===== src/sv/rgcl_pkg.sv =====
package rgcl_pkg;

	localparam int LEVEL_W = 8;
	localparam int TIME_W  = 32;
	localparam int TOTAL_W = 16;
	localparam int SMOOTH_W = 4;
	localparam int WIN_W   = 4;
	localparam int CFG_AW  = 5;
	localparam int CFG_DW  = 32;

	localparam logic [1:0] MODE_SAMPLE = 2'd0;
	localparam logic [1:0] MODE_START  = 2'd1;
	localparam logic [1:0] MODE_STOP   = 2'd2;
	localparam logic [1:0] MODE_SETTLE = 2'd3;

	localparam logic [2:0] REG_ENTER_LEVEL     = 3'd0;
	localparam logic [2:0] REG_EXIT_LEVEL      = 3'd1;
	localparam logic [2:0] REG_MIN_LAP_MS      = 3'd2;
	localparam logic [2:0] REG_SMOOTHING_LEVEL = 3'd3;
	localparam logic [2:0] REG_FIRST_GATE_BOOT = 3'd4;

	localparam logic [LEVEL_W-1:0]  RELAX_MARGIN     = 8'd4;
	localparam logic [LEVEL_W-1:0]  LEVEL_MAX        = 8'd255;
	localparam logic [7:0]          HOLD_MIN         = 8'd2;
	localparam logic [7:0]          HOLD_MAX         = 8'd255;
	localparam logic [TIME_W-1:0]   DRIFT_TIMEOUT_MS = 32'd3000;
	localparam logic [TOTAL_W-1:0]  LAP_TOTAL_MAX    = 16'hFFFF;
	localparam logic [SMOOTH_W-1:0] SMOOTH_MAX       = 4'd10;

	typedef struct packed {
		logic [LEVEL_W-1:0]  enter_level;
		logic [LEVEL_W-1:0]  exit_level;
		logic [15:0]         min_lap_ms;
		logic [SMOOTH_W-1:0] smoothing_level;
		logic                first_gate_bootstrap;
	} cfg_t;

	typedef struct packed {
		logic [LEVEL_W-1:0] filtered_level;
		logic               lap_event;
		logic [TIME_W-1:0]  lap_time_ms;
		logic [LEVEL_W-1:0] lap_peak;
		logic [TOTAL_W-1:0] lap_total;
		logic               in_gate;
		logic               race_running;
	} res_t;

	function automatic logic [WIN_W-1:0] window_for_level(input logic [SMOOTH_W-1:0] lv);
		logic [WIN_W-1:0] w;
		unique case (lv)
			4'd0, 4'd1: w = 4'd3;
			4'd2, 4'd3: w = 4'd5;
			4'd4, 4'd5: w = 4'd7;
			4'd6:       w = 4'd9;
			4'd7:       w = 4'd11;
			4'd8, 4'd9: w = 4'd13;
			default:    w = 4'd15;
		endcase
		return w;
	endfunction

endpackage


===== src/sv/rgcl_detect.sv =====
module rgcl_detect (
	input  logic                          clk,
	input  logic                          arst_n,
	input  logic                          fire,
	input  logic [1:0]                    mode,
	input  logic [rgcl_pkg::LEVEL_W-1:0]  filt,
	input  logic                          full,
	input  logic [rgcl_pkg::TIME_W-1:0]   time_ms,
	input  rgcl_pkg::cfg_t                cfg,
	output rgcl_pkg::res_t                res
);
	import rgcl_pkg::*;

	logic               running_q, first_pending_q, boot_armed_q, cross_q;
	logic [7:0]         hold_cnt_q;
	logic [TIME_W-1:0]  hold_start_q, peak_time_q, lap_start_q, race_start_q;
	logic [LEVEL_W-1:0] peak_q;
	logic [TOTAL_W-1:0] laps_q;

	logic               running_n, first_pending_n, boot_armed_n, cross_n;
	logic [7:0]         hold_cnt_n;
	logic [TIME_W-1:0]  hold_start_n, peak_time_n, lap_start_n, race_start_n;
	logic [LEVEL_W-1:0] peak_n;
	logic [TOTAL_W-1:0] laps_n;

	logic               can_go, start_set, lap_ev;
	logic [LEVEL_W-1:0] relaxed, eff, lpeak;
	logic [TIME_W-1:0]  ref_ms, delta, ltime;

	always_comb begin
		running_n       = running_q;
		first_pending_n = first_pending_q;
		boot_armed_n    = boot_armed_q;
		cross_n         = cross_q;
		hold_cnt_n      = hold_cnt_q;
		hold_start_n    = hold_start_q;
		peak_n          = peak_q;
		peak_time_n     = peak_time_q;
		lap_start_n     = lap_start_q;
		race_start_n    = race_start_q;
		laps_n          = laps_q;
		can_go          = 1'b0;
		start_set       = 1'b0;
		lap_ev          = 1'b0;
		lpeak           = '0;
		ltime           = '0;
		ref_ms          = '0;
		delta           = '0;
		relaxed = (cfg.exit_level >= LEVEL_MAX - RELAX_MARGIN) ? LEVEL_MAX
			: cfg.exit_level + RELAX_MARGIN;
		eff = cfg.enter_level;

		unique case (mode)
			MODE_START: begin
				laps_n          = '0;
				first_pending_n = 1'b1;
				race_start_n    = time_ms;
				lap_start_n     = time_ms;
				running_n       = 1'b1;
				boot_armed_n    = 1'b0;
				cross_n         = 1'b0;
				peak_n          = '0;
				peak_time_n     = '0;
				hold_cnt_n      = '0;
				hold_start_n    = '0;
			end
			MODE_STOP: begin
				running_n    = 1'b0;
				lap_start_n  = '0;
				boot_armed_n = 1'b0;
				cross_n      = 1'b0;
				peak_n       = '0;
				peak_time_n  = '0;
				hold_cnt_n   = '0;
				hold_start_n = '0;
			end
			MODE_SAMPLE: begin
				if (running_q && full) begin
					priority if (cfg.first_gate_bootstrap && first_pending_q) begin
						if (!boot_armed_q) begin
							boot_armed_n = 1'b1;
							cross_n      = 1'b0;
							peak_n       = '0;
							peak_time_n  = '0;
							hold_cnt_n   = '0;
							hold_start_n = '0;
							if (filt >= cfg.enter_level) begin
								cross_n      = 1'b1;
								peak_n       = filt;
								peak_time_n  = time_ms;
								hold_cnt_n   = HOLD_MIN;
								hold_start_n = time_ms;
							end
						end
						can_go = 1'b1;
					end else if (first_pending_q) begin
						can_go = 1'b1;
					end else begin
						can_go = ((time_ms - lap_start_q) >= {16'd0, cfg.min_lap_ms});
					end

					if (can_go) begin
						if (first_pending_n && boot_armed_n && (relaxed < eff)) begin
							eff = relaxed;
						end
						if (filt >= eff) begin
							start_set = cross_n || (hold_cnt_n != 8'd0);
							if (hold_cnt_n < HOLD_MAX) begin
								hold_cnt_n = hold_cnt_n + 8'd1;
							end
							if (!start_set) begin
								hold_start_n = time_ms;
							end
							if (hold_cnt_n >= HOLD_MIN) begin
								cross_n = 1'b1;
								if (filt > peak_n) begin
									peak_n      = filt;
									peak_time_n = time_ms;
								end
							end
							if (cross_n && ((time_ms - hold_start_n) > DRIFT_TIMEOUT_MS)) begin
								cross_n      = 1'b0;
								peak_n       = '0;
								peak_time_n  = '0;
								hold_cnt_n   = '0;
								hold_start_n = '0;
							end
						end else begin
							hold_cnt_n = '0;
							if (!cross_n) begin
								hold_start_n = '0;
							end
						end

						if (cross_n && (filt < cfg.exit_level)) begin
							if (peak_n == '0) begin
								cross_n = 1'b0;
							end else begin
								ref_ms = first_pending_n ? race_start_q : lap_start_q;
								delta  = peak_time_n - ref_ms;
								ltime  = ((delta == '0) || delta[TIME_W-1]) ? '0 : delta;
								lpeak  = peak_n;
								lap_ev = 1'b1;
								first_pending_n = 1'b0;
								if (laps_q < LAP_TOTAL_MAX) begin
									laps_n = laps_q + 16'd1;
								end
								lap_start_n  = peak_time_n;
								cross_n      = 1'b0;
								peak_n       = '0;
								peak_time_n  = '0;
								hold_cnt_n   = '0;
								hold_start_n = '0;
							end
						end
					end
				end
			end
			default: ;
		endcase

		res.filtered_level = (mode == MODE_SAMPLE) ? filt : '0;
		res.lap_event      = lap_ev;
		res.lap_time_ms    = ltime;
		res.lap_peak       = lpeak;
		res.lap_total      = laps_n;
		res.in_gate        = cross_n;
		res.race_running   = running_n;
	end

	always_ff @(posedge clk or negedge arst_n) begin
		if (!arst_n) begin
			running_q       <= 1'b0;
			first_pending_q <= 1'b1;
			boot_armed_q    <= 1'b0;
			cross_q         <= 1'b0;
			hold_cnt_q      <= '0;
			hold_start_q    <= '0;
			peak_q          <= '0;
			peak_time_q     <= '0;
			lap_start_q     <= '0;
			race_start_q    <= '0;
			laps_q          <= '0;
		end else if (fire) begin
			running_q       <= running_n;
			first_pending_q <= first_pending_n;
			boot_armed_q    <= boot_armed_n;
			cross_q         <= cross_n;
			hold_cnt_q      <= hold_cnt_n;
			hold_start_q    <= hold_start_n;
			peak_q          <= peak_n;
			peak_time_q     <= peak_time_n;
			lap_start_q     <= lap_start_n;
			race_start_q    <= race_start_n;
			laps_q          <= laps_n;
		end
	end

endmodule


===== config.mk =====
export PLATFORM = sky130hd
export DESIGN_NAME = rgcl_detect
export DESIGN_NICKNAME = d
export VERILOG_FILES = /design/src/sv/rgcl_pkg.sv /design/src/sv/rgcl_detect.sv
export SDC_FILE = /design/constraint.sdc
export NUM_CORES = 1
export LEC_CHECK = 0
export BUFFER_PORTS_ARGS = -buffer_cell sky130_fd_sc_hd__buf_2
export CAP_MARGIN = 20
export CORE_UTILIZATION = 67
export DETAILED_ROUTE_END_ITERATION = 12
export GPL_TIMING_DRIVEN = 0
export PLACE_DENSITY = 0.88
export SETUP_SLACK_MARGIN = 0.15
export SYNTH_ARGS = -nofsm -noshare
export SYNTH_HDL_FRONTEND = slang
export SYNTH_SLANG_ARGS = --single-unit

===== constraint.sdc =====
create_clock -name clk -period 28.6 [get_ports clk]
set_clock_uncertainty 0.1 [all_clocks]
set_input_delay 4.29 -clock clk [delete_from_list [all_inputs] [get_ports clk]]
set_output_delay 4.29 -clock clk [all_outputs]
set_load 0.01 [all_outputs]

==> key figures <==
Clock network
  – CTS Buffer Depth: 2
  – CTS resizes: 0
  – Clock-pin slew on the worst setup and hold paths: 0.08 ns
  – Hold Buf Count CTS: 0
  – CTS tree: yes
  – Setup repair bufs after CTS: 0
  – Clk sinks: approximately 160
  – Worst-Skew Late Latency: 0.45 ns
  – H-tree depth: 4
  – Clk root buf: clkbuf_16
  – CTS Buf Count: 17

Setup path
  – Critical path capture point: res[56]
  – Arr. time, crit path: ~17 ns
  – Slowest cell on crit path: o41ai_1
  – Peak fanout along the critical path: 10
  – Critical path depth: between 40 and 50
  – Max incr delay on CP: between 0.7 and 0.8 ns
  – Critical Path Source Type: input pin
  – CP Data Required Time: about 24 ns
  – Worst r2r dst: peak_time_q[29]
  – Top cell by count, worst path: clkbuf_1
  – CP bufs+invs: 9
  – Critical path class: input pin to primary output
  – CP delay by family, top: compound AO/OA/AOI/OAI gates
  – Crit. End Element: primary output
  – Worst reg2reg path startpoint: first_pending_q
  – Worst setup startpoint: cfg[0]
  – R2R Setup Slk: roughly 19 ns
  – R2R depth: 25

Place
  – Placed Instances: around 2600
  – # port buffers: between 100 and 150
  – RePlAce Congestion: 0.981
  – Post-DP HPWL: roughly 42 mm
  – Setup Slack @ Placement: 8.10 ns
  – Post-DP Area: 0.0181 mm2

Timing
  – RSZ-0062 raised after global routing: false
  – Hold Slack: a little over 0.4 ns
  – Period utilisation layout: about three quarters
  – Setup ws final: about 7.6 ns
  – F_max: around 48 MHz
  – Final Max Tran Viols: 0
  – Setup TNS after final layout: 0 ns
  – Final Hold Viols: 0
  – Fin crit period: about 21 ns
  – # setup viols final: 0
  – Worst slew pin tran: 1.26 ns
  – Worst slew margin: between 15 and 20%

Die
  – Top Ports: 150
  – Starting Density: between 60% and 70%
  – Die Height: 161 um
  – Cell row count: between 50 and 60
  – Die W: between 150 and 200 um
  – Core Box Area: between 0.02 and 0.025 mm2
  – Die area: roughly 0.026 mm2

Cells and area
  – Ratio of cells with drive above 1 in the final layout: 11.2%
  – Post-route cell area: 0.0187 mm2
  – Fin util: roughly 76%
  – NumNets Final: 2522
  – Area growth from synthesis to layout: 10.4%
  – Ant diodes: 0
  – Non-filler cells, final: about 2600
  – Filler cells: approximately 1800

Route
  – Via count: 18200
  – Drt first pass iters: 6
  – Drt wl/cell: roughly 21 um
  – DR vias/cell: 6.97
  – Drt drc: 0
  – Initial drt markers: roughly 2400
  – Total Wirelength: 55.2 mm
  – Detail Route Antenna Nets: 0

Synthesis
  – Seq/Total Area, Yosys: 24.2%
  – Syn_nets: ~2400
  – Cell with the most instances after synthesis: nand2_1
  – Synth unique cells: 87
  – Area leader, netlist: dfrtp_1
  – Number of enable flip-flop cells after synthesis: 0
  – Ys flop type: dfrtp_1
  – Area contributors post-synth: dfrtp_1 24%, ha_1 12%, a21oi_1 5.3%, nand2_1 4.6%, mux2i_1 4.4%
  – Synthesis Warnings: 0
  – Post-synth design cell area: approximately 0.017 mm2
  – Top cells by count, synth: 207 x nand2_1, 178 x a21oi_1, 163 x dfrtp_1
  – Avg Cell Area, Syn: ~8.0 um2
  – Ys async rst share: between 90% and 100%
  – Syn Inst Count: approximately 2100
  – #FFs+latches synth: 164
  – Yosys top cell area share: 24.1%

Global route
  – First-pass GRT wire length: between 80 and 90 mm
  – GRT Total Usage: a little over two fifths
  – Vias in the first global route: between 15000 and 20000
  – Initial antenna violation count: 0
  – Largest net degree at the start of global routing: between 100 and 150
  – Gr ovfl total: 0

Min path
  – Hold WC Path Type: register to register
  – Hold Path Depth: 2
  – Hold Startpoint: race_start_q[0]

Power
  – Pwr/cell area: between 50 and 60 mW/mm2
  – Total power: around 1.0 mW
  – Leakage power: between 8 and 9 nW
  – Worst VDD drop: around 40 uV

Outcome
  – Outcome: finished clean

Job
  – Max Cap Viol: 0
-- worst min-delay path, stage by stage, from the launching register on --
cell,delay (ns)
dfrtp_1,0.36
nand2_1,0.05
o21ai_0,0.06
-- report_power, final --
part           internal, mW  total, mW  switching (mW)  leakage (nW)
combinational         0.194      0.514           0.320          6.27
sequential            0.255      0.270          0.0150          2.17
clock                 0.126      0.244           0.118         0.301
-- final cells by class --
type | instances | area [um2] | share of cell area, %
timing repair buffer | 143 | 748 | 4.00
multi-input combinational | 1742 | 12000 | 64.2
inverter | 100 | 375 | 2.01
clock buffer | 17 | 425 | 2.27
tap | 324 | 405 | 2.17
sequential | 164 | 4110 | 22.0
clock inverter | 15 | 188 | 1.00
buffer | 110 | 450 | 2.41
-- worst min-delay path by stage --
stage                                  to  slack, ns
after floorplan           race_start_q[0]       0.34
after global placement    race_start_q[0]       0.38
after detailed placement  race_start_q[1]       0.39
after CTS                 race_start_q[1]       0.41
after global routing      peak_time_q[31]       0.42
final                     race_start_q[0]       0.41
-- per-layer routing --
metal	routed length [um]	GRT usage, %
met1	22000	55.3
met2	24500	67.3
met3	5620	7.55
met4	3030	21.8
met5	0	0
-- flip-flops by register name, indices dropped and copies added, names as in the netlist --
signal	cells
hold_cnt_q	8
boot_armed_q	1
lap_start_q	32
race_start_q	32
cross_q	1
laps_q	16
first_pending_q	1
hold_start_q	32
running_q	1
peak_q	8
peak_time_q	32
-- cells in the final DEF, fill, tap and decap left out, types with 47 or more instances in the layout --
| cell | netlist | routed |
|---|---|---|
| a21o_1 | 47 | 47 |
| a21oi_1 | 178 | 178 |
| a22oi_1 | 63 | 63 |
| buf_2 | 6 | 147 |
| clkbuf_1 | 93 | 93 |
| dfrtp_1 | 163 | 163 |
| ha_1 | 158 | 158 |
| inv_1 | 100 | 100 |
| mux2i_1 | 75 | 75 |
| nand2_1 | 207 | 207 |
| nand3_1 | 76 | 76 |
| nor2_1 | 151 | 151 |
| nor3_1 | 48 | 48 |
| o211ai_1 | 56 | 56 |
| o21ai_0 | 95 | 95 |
-- logic make-up after synthesis --
logic type	share of synthesized area (%)
XOR/XNOR	2.74
buffers and inverters	4.88
adder cells (fa/ha/maj)	12.0
multiplexers	6.89
AO/OA/AOI/OAI	27.9
AND/OR/NAND/NOR	21.3
other	0.0221
flip-flops	24.2
No activity file was read; power rests on OpenSTA's default activity.
