**src/sv/rgcl_pkg.sv**
```systemverilog
package rgcl_pkg;

	localparam int LEVEL_W = 8;
	localparam int TIME_W  = 32;
	localparam int TOTAL_W = 16;
	localparam int SMOOTH_W = 4;
	localparam int WIN_W   = 4;
	localparam int CFG_AW  = 5;
	localparam int CFG_DW  = 32;

	localparam logic [1:0] MODE_SAMPLE = 2'd0;
	localparam logic [1:0] MODE_START  = 2'd1;
	localparam logic [1:0] MODE_STOP   = 2'd2;
	localparam logic [1:0] MODE_SETTLE = 2'd3;

	localparam logic [2:0] REG_ENTER_LEVEL     = 3'd0;
	localparam logic [2:0] REG_EXIT_LEVEL      = 3'd1;
	localparam logic [2:0] REG_MIN_LAP_MS      = 3'd2;
	localparam logic [2:0] REG_SMOOTHING_LEVEL = 3'd3;
	localparam logic [2:0] REG_FIRST_GATE_BOOT = 3'd4;

	localparam logic [LEVEL_W-1:0]  RELAX_MARGIN     = 8'd4;
	localparam logic [LEVEL_W-1:0]  LEVEL_MAX        = 8'd255;
	localparam logic [7:0]          HOLD_MIN         = 8'd2;
	localparam logic [7:0]          HOLD_MAX         = 8'd255;
	localparam logic [TIME_W-1:0]   DRIFT_TIMEOUT_MS = 32'd3000;
	localparam logic [TOTAL_W-1:0]  LAP_TOTAL_MAX    = 16'hFFFF;
	localparam logic [SMOOTH_W-1:0] SMOOTH_MAX       = 4'd10;

	typedef struct packed {
		logic [LEVEL_W-1:0]  enter_level;
		logic [LEVEL_W-1:0]  exit_level;
		logic [15:0]         min_lap_ms;
		logic [SMOOTH_W-1:0] smoothing_level;
		logic                first_gate_bootstrap;
	} cfg_t;

	typedef struct packed {
		logic [LEVEL_W-1:0] filtered_level;
		logic               lap_event;
		logic [TIME_W-1:0]  lap_time_ms;
		logic [LEVEL_W-1:0] lap_peak;
		logic [TOTAL_W-1:0] lap_total;
		logic               in_gate;
		logic               race_running;
	} res_t;

	function automatic logic [WIN_W-1:0] window_for_level(input logic [SMOOTH_W-1:0] lv);
		logic [WIN_W-1:0] w;
		unique case (lv)
			4'd0, 4'd1: w = 4'd3;
			4'd2, 4'd3: w = 4'd5;
			4'd4, 4'd5: w = 4'd7;
			4'd6:       w = 4'd9;
			4'd7:       w = 4'd11;
			4'd8, 4'd9: w = 4'd13;
			default:    w = 4'd15;
		endcase
		return w;
	endfunction

endpackage

```
**src/sv/rgcl_cfg_regs.sv**
```systemverilog
module rgcl_cfg_regs (
	input  logic                          clk,
	input  logic                          arst_n,
	input  logic                          psel,
	input  logic                          penable,
	input  logic                          pwrite,
	input  logic [rgcl_pkg::CFG_AW-1:0]   paddr,
	input  logic [rgcl_pkg::CFG_DW-1:0]   pwdata,
	output logic [rgcl_pkg::CFG_DW-1:0]   prdata,
	output logic                          pready,
	output rgcl_pkg::cfg_t                cfg
);
	import rgcl_pkg::*;

	cfg_t       cfg_q;
	logic [2:0] reg_idx;
	logic       wr_en;

	assign pready  = 1'b1;
	assign reg_idx = paddr[4:2];
	assign wr_en   = psel & penable & pwrite & pready;
	assign cfg     = cfg_q;

	always_ff @(posedge clk or negedge arst_n) begin
		if (!arst_n) begin
			cfg_q.enter_level          <= 8'd120;
			cfg_q.exit_level           <= 8'd100;
			cfg_q.min_lap_ms           <= 16'd5000;
			cfg_q.smoothing_level      <= 4'd5;
			cfg_q.first_gate_bootstrap <= 1'b0;
		end else if (wr_en) begin
			unique case (reg_idx)
				REG_ENTER_LEVEL:     cfg_q.enter_level          <= pwdata[7:0];
				REG_EXIT_LEVEL:      cfg_q.exit_level           <= pwdata[7:0];
				REG_MIN_LAP_MS:      cfg_q.min_lap_ms           <= pwdata[15:0];
				REG_SMOOTHING_LEVEL: cfg_q.smoothing_level      <= pwdata[3:0];
				REG_FIRST_GATE_BOOT: cfg_q.first_gate_bootstrap <= pwdata[0];
				default: ;
			endcase
		end
	end

	always_comb begin
		prdata = '0;
		unique case (reg_idx)
			REG_ENTER_LEVEL:     prdata = {24'd0, cfg_q.enter_level};
			REG_EXIT_LEVEL:      prdata = {24'd0, cfg_q.exit_level};
			REG_MIN_LAP_MS:      prdata = {16'd0, cfg_q.min_lap_ms};
			REG_SMOOTHING_LEVEL: prdata = {28'd0, cfg_q.smoothing_level};
			REG_FIRST_GATE_BOOT: prdata = {31'd0, cfg_q.first_gate_bootstrap};
			default:             prdata = '0;
		endcase
	end

endmodule

```
**config.mk**
```make
export PLATFORM = sky130hd
export DESIGN_NAME = rgcl_cfg_regs
export DESIGN_NICKNAME = d
export VERILOG_FILES = /design/src/sv/rgcl_pkg.sv /design/src/sv/rgcl_cfg_regs.sv
export SDC_FILE = /design/constraint.sdc
export NUM_CORES = 1
export LEC_CHECK = 0
export ABC_AREA = 1
export BUFFER_PORTS_ARGS = -buffer_cell sky130_fd_sc_hd__buf_2
export CORE_MARGIN = 5
export CORE_UTILIZATION = 25
export CTS_CLUSTER_SIZE = 14
export DETAILED_ROUTE_END_ITERATION = 16
export PLACE_DENSITY_LB_ADDON = 0.08
export SETUP_SLACK_MARGIN = 0.15
export SLEW_MARGIN = 20
export SYNTH_ARGS = -nofsm -noshare
export SYNTH_HDL_FRONTEND = slang
export SYNTH_SLANG_ARGS = --single-unit
```
**constraint.sdc**
```tcl
create_clock -name clk -period 1.3 [get_ports clk]
set_input_delay 0.26 -clock clk [delete_from_list [all_inputs] [get_ports clk]]
set_output_delay 0.26 -clock clk [all_outputs]
set_load 0.01 [all_outputs]
```
==> results of run 1 <==
-- critical path: cells and delay by family (launching register included) --
| family | cells | cell delay (ns) |
|---|---|---|
| flip-flops | 1 | 0.55 |
| buffers and inverters | 2 | 0.17 |
| AO/OA/AOI/OAI | 1 | 0.06 |
| AND/OR/NAND/NOR | 2 | 0.16 |
-- cells in the final DEF (no fill, tap or decap) --
master / synthesis / layout
o21ai_2: 16 / 17
nand2_1: 66 / 65
nand2_2: 1 / 2
buf_6: 4 / 37
inv_8: 0 / 1
nor2_4: 2 / 2
inv_2: 3 / 3
dlygate4sd3_1: 0 / 1
o21ai_1: 8 / 10
nor2_1: 13 / 11
buf_4: 18 / 24
nand4_1: 2 / 2
nand2_4: 2 / 2
conb_1: 2 / 17
clkinv_4: 0 / 2
buf_2: 2 / 55
a21oi_1: 3 / 3
dfrtp_1: 23 / 23
o21ai_0: 8 / 5
clkbuf_8: 0 / 5
nor3_4: 1 / 1
nand3_1: 20 / 18
clkbuf_1: 0 / 2
dfstp_2: 14 / 14
inv_1: 27 / 24
nand3_4: 0 / 1
inv_4: 1 / 2
nand3_2: 2 / 3
nor2_2: 0 / 2
buf_12: 0 / 1
-- cell families (layout without fill, tap and decap cells) --
kind of cell	count (synthesis)	count (layout)	share of synthesized area
simple gates	109	109	0.249
other cells	2	17	0.00377
buf+inv	55	157	0.155
compound gates	35	35	0.118
flops	37	37	0.474
-- per-layer routing --
layer,GRT usage,vias to the layer above,part of all wire
li1,-,945,-
met1,0.148,838,0.45
met2,0.204,66,0.48
met3,0.0281,8,0.060
met4,0.0452,0,0.014
met5,0,-,0
-- power breakdown --
group	total, mW	switching (mW)	internal [mW]
Sequential	1.60	0.172	1.43
Combinational	1.34	0.614	0.726
Clock	0.833	0.449	0.384
-- area by class of cell --
type,count,area (um^2)
Timing Repair Buffer,118,902
Multi-Input combinational cell,161,825
Tap cell,102,128
Sequential cell,37,943
Inverter,31,134
Fill cell,822,4710
Clock buffer,7,76.3
Clock inverter,1,8.76
-- worst max path at each step --
stage	cells after the start	start	slack, ns	end
finish	5	cfg[3]$_DFFE_PN1P_	-0.19	prdata[2]
global route	5	cfg[23]$_DFFE_PN1P_	-0.27	prdata[2]
CTS	5	cfg[1]$_DFFE_PN1P_	-0.20	prdata[0]
detailed placement	7	paddr[4]	-0.11	prdata[7]
global placement	7	paddr[4]	-0.09	prdata[7]
floorplan	4	cfg[23]$_DFFE_PN1P_	0.18	prdata[2]
-- repair_timing --
action | in CTS | in global routing
setup buffers | 18 | 7
hold endpoints to repair | 23 | 0
endpoints found under the setup margin | 30 | 35
pin swaps | 20 | 5
gates resized for setup | 45 | 14
hold buffers | 1 | 0
==> flow_summary.ini, run 1 <==
[floorplanning]
initial_core_util = 0.258
dieWidth_um = 99.3
core_mm2 = 0.00773
die_h_um = 99.3
dieArea_mm2 = 0.00985
pin_count = 112
rows = 32

[timing]
final_max_slew_viol_count = 0
post-route-period-util = 1.15
whs_ns = 0.173
hold_viol_final = 0
min_period_ns = 1.49
fmax_mhz = 671
final.setup_skew_ns = 0
fin_tns_setup_ns = -1.18
setup_viol = 14
rsz0062_at_grt = yes
fin_ws_ns = -0.190

[synth]
synthTopCellsByCount = nand2_1, inv_1, dfrtp_1, nand3_1, buf_4
yosysWarnings = 0
synth_area_leaders = dfrtp_1, dfstp_2, nand2_1, o21ai_2, buf_4
synthCells = 238
synth_top_area_cell = dfrtp_1
avgSynthCellArea_um2 = 8.37
synth_edf_count = 0
synth.most_common_cell = nand2_1
synth_flop_cell = dfrtp_1
synth_seq_cells = 37
synthesis.area_mm2 = 0.00199
ys_types = 22
ys_async_sr_fraction = 1.00
synth_top_area_share = 0.289
ys_seq_area_frac = 0.474

[routing]
ant_nets = 0
wirelength_mm = 6.02
dr_total_vias = 1857
avgRoutedWirePerCell_um = 13.2
drcViolationCount = 0
first_iter_violations = 68
routed_via_density = 4.06
firstDrtPassIters = 4

[global_routing]
grt_pass1_vias = 1883
grt_antenna_before_repair = 0
grt_pass1_wl_mm = 9.36
grt_usage = 0.120
grt_overflow = 0
grt_start_max_net_pins = 38

[layout]
nets = 396
antenna-diode-count = 0
area_growth_pct = 51.4
design_area_mm2 = 0.00302
largest_register_ff_count = 37
fin_util = 0.390
layoutNonFillerInstCount = 457
drive_gt1_frac = 0.490

[critical_path]
cp.required_ns = 1.04
r2r_end = cfg[1]$_DFFE_PN1P_
arrival_ns = 1.23
rrSetupSlack_ns = 0.32
cp-start-kind = register
slowest_stage = dfstp_2
worstSetupPathType = reg2out
reg2reg_depth = 5
slowest_delay_ns = 0.55
cp-end-kind = output port
rr_startpoint = cfg[1]$_DFFE_PN1P_
path_cells = inv_2 -> nor2_2 -> a21oi_1 -> nand2_1 -> buf_2
path_max_fanout = 2

[run]
cap_violations = 0

[clock_network]
cts_made_buffers = 5
htreeDepth = 2
cts_tree = built
clock_sinks = 37
clkLatencyLatePin_ns = 0.28
clockBufferDepth = 2
cts-root-buf = clkbuf_8
clkTransAtPathRegs_ns = 0.08

[placement]
placed_cell_area_mm2 = 0.00250
numPortBuffers = 76
place.gp.congestion = 0.725
dp.cells = 423
preCtsSetupSlack_ns = -0.110
hpwl_mm = 4.18

[min_path]
worstHoldPathCells = 3
hold_path.class = in2reg
whs_endpoint = cfg[17]$_DFFE_PN1P_
min_from = pwdata[12]

[status]
violations = setup timing
status = finished with violations

[pwr]
power_mw = 3.78
power_leakage_nw = 1.62
ir_worst_vdd_mv = 0.490
power_density_mw_per_mm2 = 1250
Note: power is estimated with default switching activity, not from simulation.
==> run 2: changes to the inputs <==
Settings changed: ABC_AREA 1 to not set, CELL_PAD_IN_SITES_DETAIL_PLACEMENT set to 0, CELL_PAD_IN_SITES_GLOBAL_PLACEMENT set to 1, GPL_TIMING_DRIVEN set to 0.
==> flow_summary.ini, run 2 <==
[status]
status = finished with violations
violations = setup timing

[routing]
ant_nets = 0
avgRoutedWirePerCell_um = 14.7
wirelength_mm = 5.61
first_iter_violations = 17
firstDrtPassIters = 2
dr_total_vias = 1537
drcViolationCount = 0
routed_via_density = 4.03

[clock_network]
cts_tree = built
cts-root-buf = clkbuf_8
holdBufCountCts = 0
clockBufferDepth = 2
clkTransAtPathRegs_ns = 0.07
clock_sinks = 37
htreeDepth = 2
cts_made_buffers = 5
clkLatencyLatePin_ns = 0.28

[timing]
relSlewSlack = 0.428
whs_ns = 0.0843
rsz0062_at_grt = yes
fmax_mhz = 604
post-route-period-util = 1.27
final_max_slew_viol_count = 0
worstMarginPinSlew_ns = 0.859
fin_tns_setup_ns = -2.51
min_period_ns = 1.65
fin_ws_ns = -0.354
final.setup_skew_ns = 0
setup_viol = 13
hold_viol_final = 0

[layout]
nets = 320
mostFrequentLayoutCells = buf_6, buf_2, buf_4
largest_register_ff_count = 37
final_common_cell = buf_6
drive_gt1_frac = 0.778
antenna-diode-count = 0
layoutNonFillerInstCount = 381
area_growth_pct = 71.6

[global_routing]
grtUsageMet1 = 0.143
grt_usage = 0.113
grt_overflow = 0
grt_start_max_net_pins = 38
grt_antenna_before_repair = 0
top_usage_layer = met2
grt_pass1_wl_mm = 8.61
grt_pass1_vias = 1620
met3_usage = 0.0439
use_met2 = 0.180

[synth]
synthCells = 148
synth_edf_count = 0
synth_top_area_share = 0.294
synth_area_leaders = dfrtp_1, dfstp_2, mux2_2, buf_4, mux2_4
ys_seq_area_frac = 0.482
ys_types = 28
yosysWarnings = 0
synth_flop_cell = dfrtp_1
synthesis.area_mm2 = 0.00196
synth.most_common_cell = mux2_2
avgSynthCellArea_um2 = 13.2
synth_seq_cells = 37
synthTopCellsByCount = mux2_2, dfrtp_1, buf_4, dfstp_2
synth_top_area_cell = dfrtp_1
ys_async_sr_fraction = 1.00

[critical_path]
slowest_stage = mux4_2
path_max_fanout = 2
cp.required_ns = 1.04
path_cells = mux4_2 -> nor2b_4 -> buf_6
arrival_ns = 1.39
cp-start-kind = register
cp.buffers_inverters = 1
cp-end-kind = output port
slowest_delay_ns = 0.48
worstSetupPathType = reg2out
cpLargestDelayFamily = multiplexers

[floorplanning]
dieArea_mm2 = 0.00970
rows = 32
pin_count = 112
core_mm2 = 0.00769
die_h_um = 98.5
initial_core_util = 0.255
dieWidth_um = 98.5

[min_path]
hold_path.class = in2async

[placement]
hpwl_mm = 3.95
dp.cells = 339
numPortBuffers = 74
place.gp.congestion = 0.711

[pwr]
clkPwrFrac = 0.188
power_density_mw_per_mm2 = 1210
combPwrFrac = 0.413
p_seq_frac = 0.398
ir_worst_vdd_mv = 0.526
swShare = 0.279
power_leakage_nw = 1.68
p_int_mw = 2.92
power_mw = 4.05
p_sw_mw = 1.13

[run]
cap_violations = 0
[run 2: changes by cell type in the layout (fill, tap and decap cells not counted), sizes merged, moves of 4 or more]
cell   change
nor2      -12
mux2i      +4
nor2b      +4
nand2     -63
buf       +14
or2        +4
mux2      +38
o21ai     -32
and2       +8
nand3     -22
inv       -30
[run 2: metrics by stage]
stage | area, um^2 | util | setup slack, ns
finish | 3360 | 0.437 | -0.354
global route | 3360 | 0.437 | -0.394
CTS | 3090 | 0.402 | -0.392
detailed placement | 2620 | 0.341 | -0.400
global placement | 2620 | 0.341 | -0.405
floorplan | 2120 | - | -0.0542
[run 2: worst paths after layout]
| check | startpoint | endpoint | slack, ns | depth (start not counted) |
|---|---|---|---|---|
| hold reg to reg | cfg[19]$_DFFE_PN0P_ | cfg[19]$_DFFE_PN0P_ | 0.53 | 1 |
| hold / removal | arst_n | cfg[6]$_DFFE_PN0P_ | 0.08 | 1 |
| min in group clk | pwdata[14] | cfg[19]$_DFFE_PN0P_ | 0.21 | 2 |
| max in group asynchronous | arst_n | cfg[10]$_DFFE_PN0P_ | 0.67 | 1 |
| setup / recovery | cfg[2]$_DFFE_PN0P_ | prdata[1] | -0.35 | 3 |
| setup reg to reg | cfg[33]$_DFFE_PN1P_ | cfg[33]$_DFFE_PN1P_ | 0.29 | 4 |
[run 2: repair_timing]
item                       4_1_cts  5_1_grt
pin swaps                        9        6
setup buffers                   22       12
resized for setup               42       40
gates cloned                     0        0
setup endpoints to repair       60       57
[run 2: power groups by stage]
| stage | Sequential (mW) | Clock, mW | Combinational [mW] |
|---|---|---|---|
| after CTS | 1.61 | 0.801 | 1.44 |
| final | 1.61 | 0.763 | 1.67 |
| after global placement | 1.64 | 0 | 1.03 |
| after floorplan | 1.71 | 0 | 0.530 |
| after global routing | 1.65 | 0.852 | 1.79 |
| after detailed placement | 1.63 | 0 | 1.04 |
[run 2: worst reg2reg max path, stage by stage (launching register included)]
cell     delay [ns]
dfstp_2        0.37
buf_6          0.10
buf_6          0.10
buf_4          0.12
mux2_4         0.24
[run 2: cells by family after synthesis]
kind of cell / share of synthesized area
compound gates: 0.0198
buf+inv: 0.0901
flops: 0.482
mux: 0.289
other cells: 0.00384
simple gates: 0.115
[run 2: final cells by class]
cell class	count	area [um^2]
plain buffers	24	241
clock buffers	8	80.1
fillers	772	4330
multi-input cells	102	1060
flip-flops and latches	37	943
well taps	102	128
repair buffers	108	910
[run 2: routing by layer]
metal | share of wire | vias up | routed length, um
met5 | 0 | - | 0
met4 | 0.0046 | 0 | 26
met3 | 0.079 | 3 | 444
met2 | 0.51 | 56 | 2850
met1 | 0.41 | 741 | 2290
li1 | - | 737 | -
